$ cat src/design/tef_pkg.sv
// Shared constants, types and the power-curve table of the envelope follower.
`timescale 1ns / 1ps
`default_nettype none
package tef_pkg;

  // Q0.24 levels and the fixed constants of the transfer curve
  localparam logic [24:0] ONE_Q24   = 25'd16777216;
  localparam logic [23:0] MAX_Q24   = 24'd16777215;
  localparam logic [25:0] THREE_Q24 = 26'd50331648;
  localparam logic [24:0] THR_BASE  = 25'd167772;    // 0.010
  localparam logic [19:0] THR_SPAN  = 20'd570425;    // 0.034
  localparam logic [29:0] GAIN_BASE = 30'd125829120; // 7.5
  localparam logic [24:0] SAT_LIMIT = 25'd28521267;  // 1.7

  // Register resets, coefficients given at 24 bits
  localparam logic [15:0] SENS_RST = 16'd32768;
  localparam logic [23:0] ATK_Q24  = 24'd167772;
  localparam logic [23:0] REL_Q24  = 24'd8389;
  localparam logic [23:0] SMO_Q24  = 24'd87161;

  // Divider: 24 quotient bits, two per step
  localparam int DIV_STEPS = 12;
  localparam int DIV_CNT_W = $clog2(DIV_STEPS);

  typedef enum logic [1:0] {
    REG_SENS    = 2'd0,
    REG_ATTACK  = 2'd1,
    REG_RELEASE = 2'd2,
    REG_SMOOTH  = 2'd3
  } cfg_reg_t;

  typedef struct packed {
    logic        start;
    logic [24:0] scaled;
  } div_req_t;

  typedef struct packed {
    logic        done;
    logic [23:0] quot;
  } div_rsp_t;

  // x^0.62 at 33 points over [0, 1], Q0.24
  function automatic logic [24:0] pow_tab(input logic [5:0] idx);
    logic [24:0] v;
    unique case (idx)
      6'd0:  v = 25'd0;
      6'd1:  v = 25'd1956712;
      6'd2:  v = 25'd3007224;
      6'd3:  v = 25'd3866714;
      6'd4:  v = 25'd4621727;
      6'd5:  v = 25'd5307479;
      6'd6:  v = 25'd5942659;
      6'd7:  v = 25'd6538643;
      6'd8:  v = 25'd7103016;
      6'd9:  v = 25'd7641124;
      6'd10: v = 25'd8156932;
      6'd11: v = 25'd8653472;
      6'd12: v = 25'd9133124;
      6'd13: v = 25'd9597801;
      6'd14: v = 25'd10049080;
      6'd15: v = 25'd10488262;
      6'd16: v = 25'd10916448;
      6'd17: v = 25'd11334575;
      6'd18: v = 25'd11743455;
      6'd19: v = 25'd12143787;
      6'd20: v = 25'd12536187;
      6'd21: v = 25'd12921201;
      6'd22: v = 25'd13299307;
      6'd23: v = 25'd13670935;
      6'd24: v = 25'd14036473;
      6'd25: v = 25'd14396261;
      6'd26: v = 25'd14750622;
      6'd27: v = 25'd15099843;
      6'd28: v = 25'd15444181;
      6'd29: v = 25'd15783876;
      6'd30: v = 25'd16119149;
      6'd31: v = 25'd16450200;
      6'd32: v = 25'd16777216;
      default: v = 25'd0;
    endcase
    return v;
  endfunction

endpackage
`default_nettype wire

$ cat src/design/tef_mul.sv
// Shared registered multiplier: operand registers, then product register.
`timescale 1ns / 1ps
`default_nettype none
module tef_mul #(
  parameter int A_W = 25,
  parameter int B_W = 30
) (
  input  wire logic               clk,
  input  wire logic               ld,
  input  wire logic [A_W-1:0]     a,
  input  wire logic [B_W-1:0]     b,
  output logic      [A_W+B_W-1:0] p
);

  logic [A_W-1:0]     a_r;
  logic [B_W-1:0]     b_r;
  logic [A_W+B_W-1:0] p_r;

  always_ff @(posedge clk) begin
    if (ld) begin
      a_r <= a;
      b_r <= b;
    end
    p_r <= a_r * b_r;
  end

  assign p = p_r;

endmodule
`default_nettype wire

$ cat src/design/tef_div.sv
// Radix-4 restoring divider for the s/(1+s) compression, rounded quotient.
`timescale 1ns / 1ps
`default_nettype none
module tef_div (
  input  wire logic             clk,
  input  wire logic             rst_n,
  input  wire tef_pkg::div_req_t req,
  output tef_pkg::div_rsp_t      rsp
);

  logic [25:0] den;
  logic [49:0] num;
  logic [25:0] d_r;
  logic [25:0] rem_r;
  logic [23:0] low_r;
  logic [23:0] q_r;
  logic [tef_pkg::DIV_CNT_W-1:0] cnt_r;
  logic        busy_r;
  logic        done_r;
  logic [26:0] t1;
  logic [26:0] r1;
  logic [26:0] t2;
  logic [26:0] r2;
  logic        ge1;
  logic        ge2;

  // numerator is s * 2^24 plus half the divisor, for round to nearest
  assign den = 26'(tef_pkg::ONE_Q24) + 26'(req.scaled);
  assign num = {1'b0, req.scaled, 24'd0} + 50'(den >> 1);

  always_comb begin
    t1  = {rem_r, low_r[23]};
    ge1 = (t1 >= {1'b0, d_r});
    r1  = ge1 ? (t1 - {1'b0, d_r}) : t1;
    t2  = {r1[25:0], low_r[22]};
    ge2 = (t2 >= {1'b0, d_r});
    r2  = ge2 ? (t2 - {1'b0, d_r}) : t2;
  end

  always_ff @(posedge clk) begin
    if (!rst_n) begin
      busy_r <= 1'b0;
      done_r <= 1'b0;
      cnt_r  <= '0;
    end else begin
      done_r <= 1'b0;
      if (req.start) begin
        busy_r <= 1'b1;
        cnt_r  <= '0;
      end else if (busy_r) begin
        cnt_r <= cnt_r + 1'b1;
        if (cnt_r == tef_pkg::DIV_CNT_W'(tef_pkg::DIV_STEPS - 1)) begin
          busy_r <= 1'b0;
          done_r <= 1'b1;
        end
      end
    end
  end

  // quotient fits 24 bits, so the top of the numerator is already below the divisor
  always_ff @(posedge clk) begin
    if (req.start) begin
      d_r   <= den;
      rem_r <= num[49:24];
      low_r <= num[23:0];
    end else if (busy_r) begin
      rem_r <= r2[25:0];
      low_r <= {low_r[21:0], 2'b00};
      q_r   <= {q_r[21:0], ge1, ge2};
    end
  end

  assign rsp.done = done_r;
  assign rsp.quot = q_r;

endmodule
`default_nettype wire

$ cat src/design/threshold_envelope_follower.sv
// Top level of the threshold envelope follower: sequencer, state and ports.
//
// One signed sample in, one smoothed control value out. The input stream
// (in_tvalid/in_tready/in_tdata) carries one sample per transfer; the output
// stream (out_tvalid/out_tready/out_tdata) carries one Q0.24 control value per
// sample. The write port (cfg_we/cfg_addr/cfg_wdata) sets sensitivity and the
// attack, release and smoothing coefficients; write it only while idle.
// A small sequencer walks every sample through one shared registered
// multiplier (nine products) and a radix-4 divider (twelve steps) for the
// s/(1+s) compression. out_tvalid rises when the sequencer finishes a
// sample, and in_tready returns in that same cycle, so a new sample is
// taken only once the previous one is through. The multiplier chain and the
// divider set how long a sample takes.
// in_tready is high only while the sequencer is idle. The result sits in an
// output register, so a new sample is taken while it waits; if the receiver
// still stalls when the next result is done, the sequencer holds it until
// the output register frees up.
// Reset (rst_n low, synchronous) clears envelope and control levels to zero,
// loads the register defaults and drops out_tvalid.
`timescale 1ns / 1ps
`default_nettype none
module threshold_envelope_follower #(
  parameter int SAMPLE_BITS = 24,
  parameter int COEF_BITS   = 24
) (
  input  wire logic                             clk,
  input  wire logic                             rst_n,
  // input stream
  input  wire logic                             in_tvalid,
  output logic                                  in_tready,
  input  wire logic [((SAMPLE_BITS+7)/8)*8-1:0] in_tdata,  // [SAMPLE_BITS-1:0] sample_in
  // result stream
  output logic                                  out_tvalid,
  input  wire logic                             out_tready,
  output logic [23:0]                           out_tdata, // [23:0] control_out
  // register writes
  input  wire logic                             cfg_we,
  input  wire logic [1:0]                       cfg_addr,
  input  wire logic [COEF_BITS-1:0]             cfg_wdata
);

  localparam int MUL_AW = (COEF_BITS > 25) ? COEF_BITS : 25;
  localparam int MUL_BW = 30;
  localparam int MUL_PW = MUL_AW + MUL_BW;
  localparam int SH_UP  = (COEF_BITS >= 24) ? COEF_BITS - 24 : 0;
  localparam int SH_DN  = (COEF_BITS < 24) ? 24 - COEF_BITS : 0;
  localparam logic [COEF_BITS-1:0] ATK_RST =
    COEF_BITS'((64'(tef_pkg::ATK_Q24) << SH_UP) >> SH_DN);
  localparam logic [COEF_BITS-1:0] REL_RST =
    COEF_BITS'((64'(tef_pkg::REL_Q24) << SH_UP) >> SH_DN);
  localparam logic [COEF_BITS-1:0] SMO_RST =
    COEF_BITS'((64'(tef_pkg::SMO_Q24) << SH_UP) >> SH_DN);

  typedef enum logic [4:0] {
    ST_IDLE,
    ST_M_SQ,  ST_C_SQ,
    ST_M_SS,  ST_C_SS,
    ST_M_THR, ST_C_THR,
    ST_RECT,
    ST_M_SCL, ST_C_SCL,
    ST_DIV_GO, ST_DIV_WAIT,
    ST_ENV_D, ST_M_ENV, ST_C_ENV,
    ST_POW_D, ST_M_POW, ST_C_POW,
    ST_M_SH1, ST_C_SH1,
    ST_M_SH2, ST_C_SH2,
    ST_CTL_D, ST_M_CTL, ST_C_CTL,
    ST_OUT
  } state_t;

  state_t state_r;

  // configuration
  logic [15:0]          sens_r;
  logic [COEF_BITS-1:0] atk_r;
  logic [COEF_BITS-1:0] rel_r;
  logic [COEF_BITS-1:0] smo_r;

  // levels kept from sample to sample
  logic [23:0] env_r;
  logic [23:0] control_r;

  // per-sample working registers
  logic [24:0] mag_r;
  logic [24:0] ss_r;
  logic [24:0] thr_r;
  logic [29:0] gain_r;
  logic [24:0] scaled_r;
  logic [23:0] target_r;
  logic        dn_r;
  logic [24:0] lo_r;
  logic [24:0] xs_r;
  logic [23:0] shaped_r;

  logic        out_tvalid_r;
  logic [23:0] out_tdata_r;

  logic in_xfer;
  assign in_tready = (state_r == ST_IDLE);
  assign in_xfer   = in_tvalid && in_tready;

  // rectify and bring the sample to Q0.24 (full-scale negative gives 1.0)
  logic [SAMPLE_BITS-1:0] raw;
  logic [SAMPLE_BITS-1:0] absval;
  logic [24:0]            mag;

  assign raw    = in_tdata[SAMPLE_BITS-1:0];
  assign absval = raw[SAMPLE_BITS-1] ? (~raw + 1'b1) : raw;

  if (SAMPLE_BITS >= 25) begin : g_mag_down
    assign mag = 25'(absval >> (SAMPLE_BITS - 25));
  end else begin : g_mag_up
    assign mag = 25'(absval) << (25 - SAMPLE_BITS);
  end

  // shared multiplier
  logic              mul_ld;
  logic [MUL_AW-1:0] mul_a;
  logic [MUL_BW-1:0] mul_b;
  logic [MUL_PW-1:0] mul_p;

  tef_mul #(
    .A_W (MUL_AW),
    .B_W (MUL_BW)
  ) u_mul (
    .clk (clk),
    .ld  (mul_ld),
    .a   (mul_a),
    .b   (mul_b),
    .p   (mul_p)
  );

  // divider
  tef_pkg::div_req_t div_req;
  tef_pkg::div_rsp_t div_rsp;

  assign div_req.start  = (state_r == ST_DIV_GO);
  assign div_req.scaled = scaled_r;

  tef_div u_div (
    .clk   (clk),
    .rst_n (rst_n),
    .req   (div_req),
    .rsp   (div_rsp)
  );

  // round the product: one adder, the half picked by the step in progress
  logic [MUL_PW-1:0] half;
  logic [MUL_PW-1:0] rnd_sum;
  logic [24:0]       rnd24;
  logic [30:0]       rnd24w;
  logic [24:0]       rnd19;
  logic [24:0]       rndc;

  always_comb begin
    case (state_r) inside
      ST_C_POW:           half = MUL_PW'(1) << 18;
      ST_C_ENV, ST_C_CTL: half = MUL_PW'(1) << (COEF_BITS - 1);
      default:            half = MUL_PW'(1) << 23;
    endcase
  end

  assign rnd_sum = mul_p + half;
  assign rnd24   = rnd_sum[24 +: 25];
  assign rnd24w  = rnd_sum[24 +: 31];
  assign rnd19   = rnd_sum[19 +: 25];
  assign rndc    = rnd_sum[COEF_BITS +: 25];

  // smoothstep operands: x = sens as Q0.24 for the threshold, x = x^0.62 later
  logic [23:0] ssx;
  logic [25:0] ss_t;
  logic [25:0] sh_t;
  assign ssx  = {sens_r, 8'h00};
  assign ss_t = tef_pkg::THREE_Q24 - {1'b0, ssx, 1'b0};
  assign sh_t = tef_pkg::THREE_Q24 - {xs_r, 1'b0};

  logic [24:0] rect;
  assign rect = (mag_r > thr_r) ? (mag_r - thr_r) : 25'd0;

  // one-pole follow: shared difference for envelope and control smoothing
  logic                 fol_ctl;
  logic [23:0]          fol_x;
  logic [23:0]          fol_y;
  logic [24:0]          fol_diff;
  logic                 fol_dn;
  logic [23:0]          fol_d;
  logic [COEF_BITS-1:0] fol_coef;
  logic [23:0]          fol_res;

  assign fol_ctl  = (state_r == ST_CTL_D) || (state_r == ST_C_CTL);
  assign fol_x    = fol_ctl ? shaped_r : target_r;
  assign fol_y    = fol_ctl ? control_r : env_r;
  assign fol_diff = {1'b0, fol_x} - {1'b0, fol_y};
  assign fol_dn   = fol_diff[24];
  assign fol_d    = fol_dn ? 24'(~fol_diff + 1'b1) : fol_diff[23:0];
  // equal levels take the release coefficient (step is zero either way)
  assign fol_coef = fol_ctl ? smo_r :
                    ((!fol_dn && (fol_diff != 25'd0)) ? atk_r : rel_r);
  assign fol_res  = dn_r ? (fol_y - rndc[23:0]) : (fol_y + rndc[23:0]);

  // power curve: table segment plus rounded interpolation
  logic [4:0]  pidx;
  logic [24:0] p_lo;
  logic [24:0] p_hi;
  logic [20:0] span;
  logic [24:0] pw;
  logic [24:0] pw_clamp;

  assign pidx     = env_r[23:19];
  assign p_lo     = tef_pkg::pow_tab({1'b0, pidx});
  assign p_hi     = tef_pkg::pow_tab({1'b0, pidx} + 6'd1);
  assign span     = 21'(p_hi - p_lo);
  assign pw       = lo_r + rnd19;
  assign pw_clamp = (pw > tef_pkg::ONE_Q24) ? tef_pkg::ONE_Q24 : pw;

  // multiplier operand selection: load in the step before each product
  always_comb begin
    mul_ld = 1'b0;
    mul_a  = '0;
    mul_b  = '0;
    unique case (state_r)
      ST_IDLE: begin
        mul_ld = in_xfer;
        mul_a  = MUL_AW'(ssx);
        mul_b  = MUL_BW'(ssx);
      end
      ST_C_SQ: begin
        mul_ld = 1'b1;
        mul_a  = MUL_AW'(rnd24);
        mul_b  = MUL_BW'(ss_t);
      end
      ST_C_SS: begin
        mul_ld = 1'b1;
        mul_a  = MUL_AW'(tef_pkg::ONE_Q24 - rnd24);
        mul_b  = MUL_BW'(tef_pkg::THR_SPAN);
      end
      ST_RECT: begin
        mul_ld = 1'b1;
        mul_a  = MUL_AW'(rect);
        mul_b  = gain_r;
      end
      ST_ENV_D, ST_CTL_D: begin
        mul_ld = 1'b1;
        mul_a  = MUL_AW'(fol_coef);
        mul_b  = MUL_BW'(fol_d);
      end
      ST_POW_D: begin
        mul_ld = 1'b1;
        mul_a  = MUL_AW'(span);
        mul_b  = MUL_BW'(env_r[18:0]);
      end
      ST_C_POW: begin
        mul_ld = 1'b1;
        mul_a  = MUL_AW'(pw_clamp);
        mul_b  = MUL_BW'(pw_clamp);
      end
      ST_C_SH1: begin
        mul_ld = 1'b1;
        mul_a  = MUL_AW'(rnd24);
        mul_b  = MUL_BW'(sh_t);
      end
      default: begin
        mul_ld = 1'b0;
      end
    endcase
  end

  // register writes; control state, levels and the result valid
  always_ff @(posedge clk) begin
    if (!rst_n) begin
      sens_r       <= tef_pkg::SENS_RST;
      atk_r        <= ATK_RST;
      rel_r        <= REL_RST;
      smo_r        <= SMO_RST;
      env_r        <= '0;
      control_r    <= '0;
      state_r      <= ST_IDLE;
      out_tvalid_r <= 1'b0;
    end else begin
      if (cfg_we) begin
        unique case (tef_pkg::cfg_reg_t'(cfg_addr))
          tef_pkg::REG_SENS:    sens_r <= cfg_wdata[15:0];
          tef_pkg::REG_ATTACK:  atk_r  <= cfg_wdata;
          tef_pkg::REG_RELEASE: rel_r  <= cfg_wdata;
          tef_pkg::REG_SMOOTH:  smo_r  <= cfg_wdata;
        endcase
      end

      // drop the result once it is taken; in ST_OUT the result step decides
      if (out_tvalid_r && out_tready && (state_r != ST_OUT)) begin
        out_tvalid_r <= 1'b0;
      end

      unique case (state_r)
        ST_IDLE:     if (in_xfer) state_r <= ST_M_SQ;
        ST_M_SQ:     state_r <= ST_C_SQ;
        ST_C_SQ:     state_r <= ST_M_SS;
        ST_M_SS:     state_r <= ST_C_SS;
        ST_C_SS:     state_r <= ST_M_THR;
        ST_M_THR:    state_r <= ST_C_THR;
        ST_C_THR:    state_r <= ST_RECT;
        ST_RECT:     state_r <= ST_M_SCL;
        ST_M_SCL:    state_r <= ST_C_SCL;
        ST_C_SCL:    state_r <= ST_DIV_GO;
        ST_DIV_GO:   state_r <= ST_DIV_WAIT;
        ST_DIV_WAIT: if (div_rsp.done) state_r <= ST_ENV_D;
        ST_ENV_D:    state_r <= ST_M_ENV;
        ST_M_ENV:    state_r <= ST_C_ENV;
        ST_C_ENV: begin
          env_r   <= fol_res;
          state_r <= ST_POW_D;
        end
        ST_POW_D:    state_r <= ST_M_POW;
        ST_M_POW:    state_r <= ST_C_POW;
        ST_C_POW:    state_r <= ST_M_SH1;
        ST_M_SH1:    state_r <= ST_C_SH1;
        ST_C_SH1:    state_r <= ST_M_SH2;
        ST_M_SH2:    state_r <= ST_C_SH2;
        ST_C_SH2:    state_r <= ST_CTL_D;
        ST_CTL_D:    state_r <= ST_M_CTL;
        ST_M_CTL:    state_r <= ST_C_CTL;
        ST_C_CTL: begin
          control_r <= fol_res;
          state_r   <= ST_OUT;
        end
        ST_OUT: begin
          // hold until the output register is free
          if (!out_tvalid_r || out_tready) begin
            out_tvalid_r <= 1'b1;
            state_r      <= ST_IDLE;
          end
        end
        default:     state_r <= ST_IDLE;
      endcase
    end
  end

  // datapath registers
  always_ff @(posedge clk) begin
    unique case (state_r)
      ST_IDLE: if (in_xfer) mag_r <= mag;
      ST_C_SS: ss_r <= rnd24;
      ST_C_THR: begin
        thr_r  <= tef_pkg::THR_BASE + rnd24;
        // gain = 7.5 + 28 * ss
        gain_r <= tef_pkg::GAIN_BASE + {ss_r, 5'd0} - 30'({ss_r, 2'd0});
      end
      ST_C_SCL: begin
        scaled_r <= (rnd24w > 31'(tef_pkg::SAT_LIMIT)) ? tef_pkg::SAT_LIMIT
                                                      : rnd24w[24:0];
      end
      ST_DIV_WAIT: if (div_rsp.done) target_r <= div_rsp.quot;
      ST_ENV_D, ST_CTL_D: dn_r <= fol_dn;
      ST_POW_D: lo_r <= p_lo;
      ST_C_POW: xs_r <= pw_clamp;
      ST_C_SH2: begin
        // a shaped value of exactly 1.0 saturates to full scale
        shaped_r <= (rnd24 > 25'(tef_pkg::MAX_Q24)) ? tef_pkg::MAX_Q24 : rnd24[23:0];
      end
      ST_OUT: if (!out_tvalid_r || out_tready) out_tdata_r <= control_r;
      default: begin
      end
    endcase
  end

  assign out_tvalid = out_tvalid_r;
  assign out_tdata  = out_tdata_r;

endmodule
`default_nettype wire
$ cat config.mk
export PLATFORM = sky130hd
export DESIGN_NAME = threshold_envelope_follower
export DESIGN_NICKNAME = d
export VERILOG_FILES = /design/src/design/tef_pkg.sv /design/src/design/tef_mul.sv /design/src/design/tef_div.sv /design/src/design/threshold_envelope_follower.sv
export SDC_FILE = /design/constraint.sdc
export NUM_CORES = 2
export LEC_CHECK = 0
export BUFFER_PORTS_ARGS = -buffer_cell sky130_fd_sc_hd__buf_2
export CAP_MARGIN = 15
export CORE_MARGIN = 2
export CORE_UTILIZATION = 53
export CTS_BUF_LIST = sky130_fd_sc_hd__clkbuf_8 sky130_fd_sc_hd__clkbuf_16
export DETAILED_ROUTE_END_ITERATION = 6
export PLACE_DENSITY = 0.73
export SYNTH_ARGS = -nofsm -noshare
export SYNTH_HDL_FRONTEND = slang
export SYNTH_SLANG_ARGS = --single-unit
$ cat constraint.sdc
create_clock -name clk -period 10.7 [get_ports clk]
set_input_delay 0 -clock clk [delete_from_list [all_inputs] [get_ports clk]]
set_output_delay 0 -clock clk [all_outputs]
set_load 0.01 [all_outputs]
==> reports/qor.txt <==
outcome -> complete, but fails checks
failing checks -> DRC
number of routed nets with antenna violations -> 0
Worst EP required -> 11190 ps
Chip Width -> 350 um
area of the multi-input gates -> 0.0424 mm^2
I/O Pins -> 81
Slew @ Worst Pin -> 1200 ps
first drt pass iteration count -> 7
DRT Wirelength -> 208 mm
final worst path period share -> 0.810
layout cells sized above 1 -> 0.0592
CP max-delay cell -> dfxtp_1
maximum fanout along the worst path -> 25
GRT Residual Overflow -> 0
final weighted congestion in routability-driven placement -> 1.04
clk buf depth -> 3
die area -> 0.123 mm^2
DP HPWL -> 157 mm
clock sink count -> 613
first-pass GRT wire length -> 315 mm
DR WL/cell -> 23.5 um
number of remaining DRC errors -> 16
type of origin of the critical path -> flop
total CTS buffers -> 70
Nets -> 8298
clock latency on the worst-skew pair -> 640 ps
worst rel slew slack -> 0.196
vias in the first global route -> 52200
final hold vios -> 0
Fmax -> 115 MHz
Post-synth EDFFs -> 404
largest net degree at the start of global routing -> 72
fraction of registers with async set/reset -> 0
Post-CTS Hold Buffers -> 74
Worst-path clk slew -> 70 ps
Critical Path End Type -> flop
Post-Syn Instances -> 7151
Critical R2R Launch -> state_r[0]
CTS root buf -> clkbuf_16
1st-iter DRT viols -> 5182
Final min period -> 8660 ps
Main synth FF type -> edfxtp_1
initial antenna violation count -> 4
library cells used by synthesis -> 103
sequential area share after synthesis -> 0.257
PostCTS Resize Cnt -> 0
GRT Resource Usage Total -> 0.339
DIE HEIGHT -> 350 um
R2R Path End -> p_lo[5]
# rows -> 127
CP arrival -> 9150 ps
P&R area growth vs syn -> 8.47%
Starting Density -> 0.532
worst min path class -> input pin to flop
skew final -> 21.2 ps
post-synthesis net count -> 8288
number of levels in the clock H-tree -> 3
Synth Register Bits -> 613
unrepaired setup endpoints after global routing -> false
DR vias/cell -> 5.97
Synth Cell Area -> 0.0636 mm^2
CTS tree -> yes
number of max-cap violations -> 0
Reg2Reg Depth -> 29
# diodes -> 0
fillers -> 10600
worst reg2reg setup slack -> 2040 ps
via count -> 52800
Largest stage delay, worst path -> 660 ps
Buffers on Ports -> 80
crit path from -> state_r[0]
synthesized area per cell -> 8.89 um^2
setup bufs post-CTS -> 0
core area -> 0.119 mm^2
Synth Warn # -> 0
worst setup path end -> p_lo[5]
final setup violating endpoints -> 0
WS Path Type -> flop to flop
sequential cell area -> 0.0163 mm^2
Fin Setup TNS -> 0 ps
Pins Over Slew Limit -> 0
CP most frequent cell -> a21o_1
==> kinds of logic (layout without fill, tap and decap cells) <==
kind of cell / Yosys count / in the layout / share of synthesized area
and+or+nand+nor: 2421 / 2421 / 0.181
buffers and inverters: 1317 / 1384 / 0.0787
AOI/OAI and AO/OA: 1255 / 1255 / 0.127
adders and majority gates: 1082 / 1082 / 0.289
DFF: 613 / 613 / 0.257
xor gates and xnor gates: 367 / 367 / 0.0507
muxes: 96 / 96 / 0.0157
==> worst min path at each step <==
stage / from / to / depth (start not counted)
after floorplan: in_tdata[0] / mag_r[1] / 0
after global routing: in_tdata[0] / mag_r[1] / 2
after detailed placement: in_tdata[0] / mag_r[1] / 1
final: in_tdata[0] / mag_r[1] / 2
after CTS: in_tdata[0] / mag_r[1] / 2
after global placement: in_tdata[0] / mag_r[1] / 1
==> registers in the layout, summed over array words and instances, names as in the netlist, 25 cells and up <==
register	count
u_mul.p	37
u_mul.b_r	30
gain_r	28
u_div.d_r	26
u_div.rem_r	26
scaled_r	25
ss_r	25
thr_r	25
u_mul.a_r	25
xs_r	25
==> cell usage in the layout (no fill, tap or decap), drive strengths merged, types with 48 or more instances in the layout <==
cell type       n
buf           215
edfxtp        404
a211oi         70
o21ai         253
ha            435
nand3         120
xor2          104
xnor2         263
and2          411
clkbuf         84
nand2        1055
o21a           50
a21o           97
inv           977
nor3           99
fa            647
nor2          384
o211ai         48
mux2i          69
a31oi          57
a21oi         386
dfxtp         209
dlygate4sd3    74
==> Yosys cell counts, types with 20 or more instances <==
cell | number | share of area
clkbuf_1 | 310 | 0.018
a31oi_1 | 55 | 0.0054
dfxtp_1 | 209 | 0.066
o221ai_1 | 26 | 0.0036
a21oi_1 | 386 | 0.030
or2_2 | 21 | 0.0021
a221oi_1 | 22 | 0.0030
nor3_1 | 98 | 0.0077
nand3_1 | 119 | 0.0094
nor4_1 | 31 | 0.0031
or3_1 | 37 | 0.0036
o21bai_1 | 20 | 0.0024
and2_1 | 410 | 0.040
fa_1 | 647 | 0.20
edfxtp_1 | 404 | 0.19
nand4_1 | 41 | 0.0040
nor2_1 | 384 | 0.023
nand2b_1 | 46 | 0.0045
inv_1 | 953 | 0.056
o22ai_1 | 20 | 0.0020
mux2i_1 | 69 | 0.011
nor2b_1 | 38 | 0.0037
o211ai_1 | 48 | 0.0057
xor2_1 | 104 | 0.014
xnor2_1 | 262 | 0.036
o21a_1 | 50 | 0.0059
nand2_1 | 1055 | 0.062
a21o_1 | 97 | 0.011
o21ai_0 | 236 | 0.019
a211oi_1 | 69 | 0.0081
o31ai_1 | 35 | 0.0041
ha_1 | 435 | 0.086
and3_1 | 44 | 0.0043
==> area by class of cell <==
cell class                 count  area share
clock buffer                  84      0.0290
clock inverter                45     0.00630
inverter                     966      0.0526
multi-input combinational   5221       0.615
sequential                   613       0.237
tap                         1612      0.0293
timing repair buffer         289      0.0315
==> critical path, delay by kind of cell (launching register included) <==
kind | cells | cell delay (ps)
AO/OA/AOI/OAI | 10 | 2270
XOR/XNOR | 1 | 180
adder cells (fa/ha/maj) | 3 | 1050
buffers and inverters | 3 | 960
flip-flops | 1 | 660
AND/OR/NAND/NOR | 12 | 3360
==> routing by layer <==
layer	global-route usage	routed length [um]	vias to the layer above
li1	-	-	23800
met1	0.427	79600	25900
met2	0.537	94500	2407
met3	0.0536	16100	639
met4	0.239	17300	4
met5	0	29	-
==> metrics by stage <==
step | util | hold WS [ps] | worst slack [ps] | area, um^2 | instances
finish | 0.577 | 151 | 2040 | 69000 | 8830
global route | 0.577 | 162 | 1380 | 69000 | 8830
CTS | 0.577 | 82.4 | 2100 | 68900 | 8829
detailed placement | 0.550 | 206 | 2160 | 65700 | 8626
global placement | 0.550 | 205 | 2170 | 65700 | 8625
floorplan | - | 98.9 | 3320 | 63600 | 7151
Power is not shown: default switching activity piles up to over one toggle a cycle in this logic, so the estimate is an artifact.
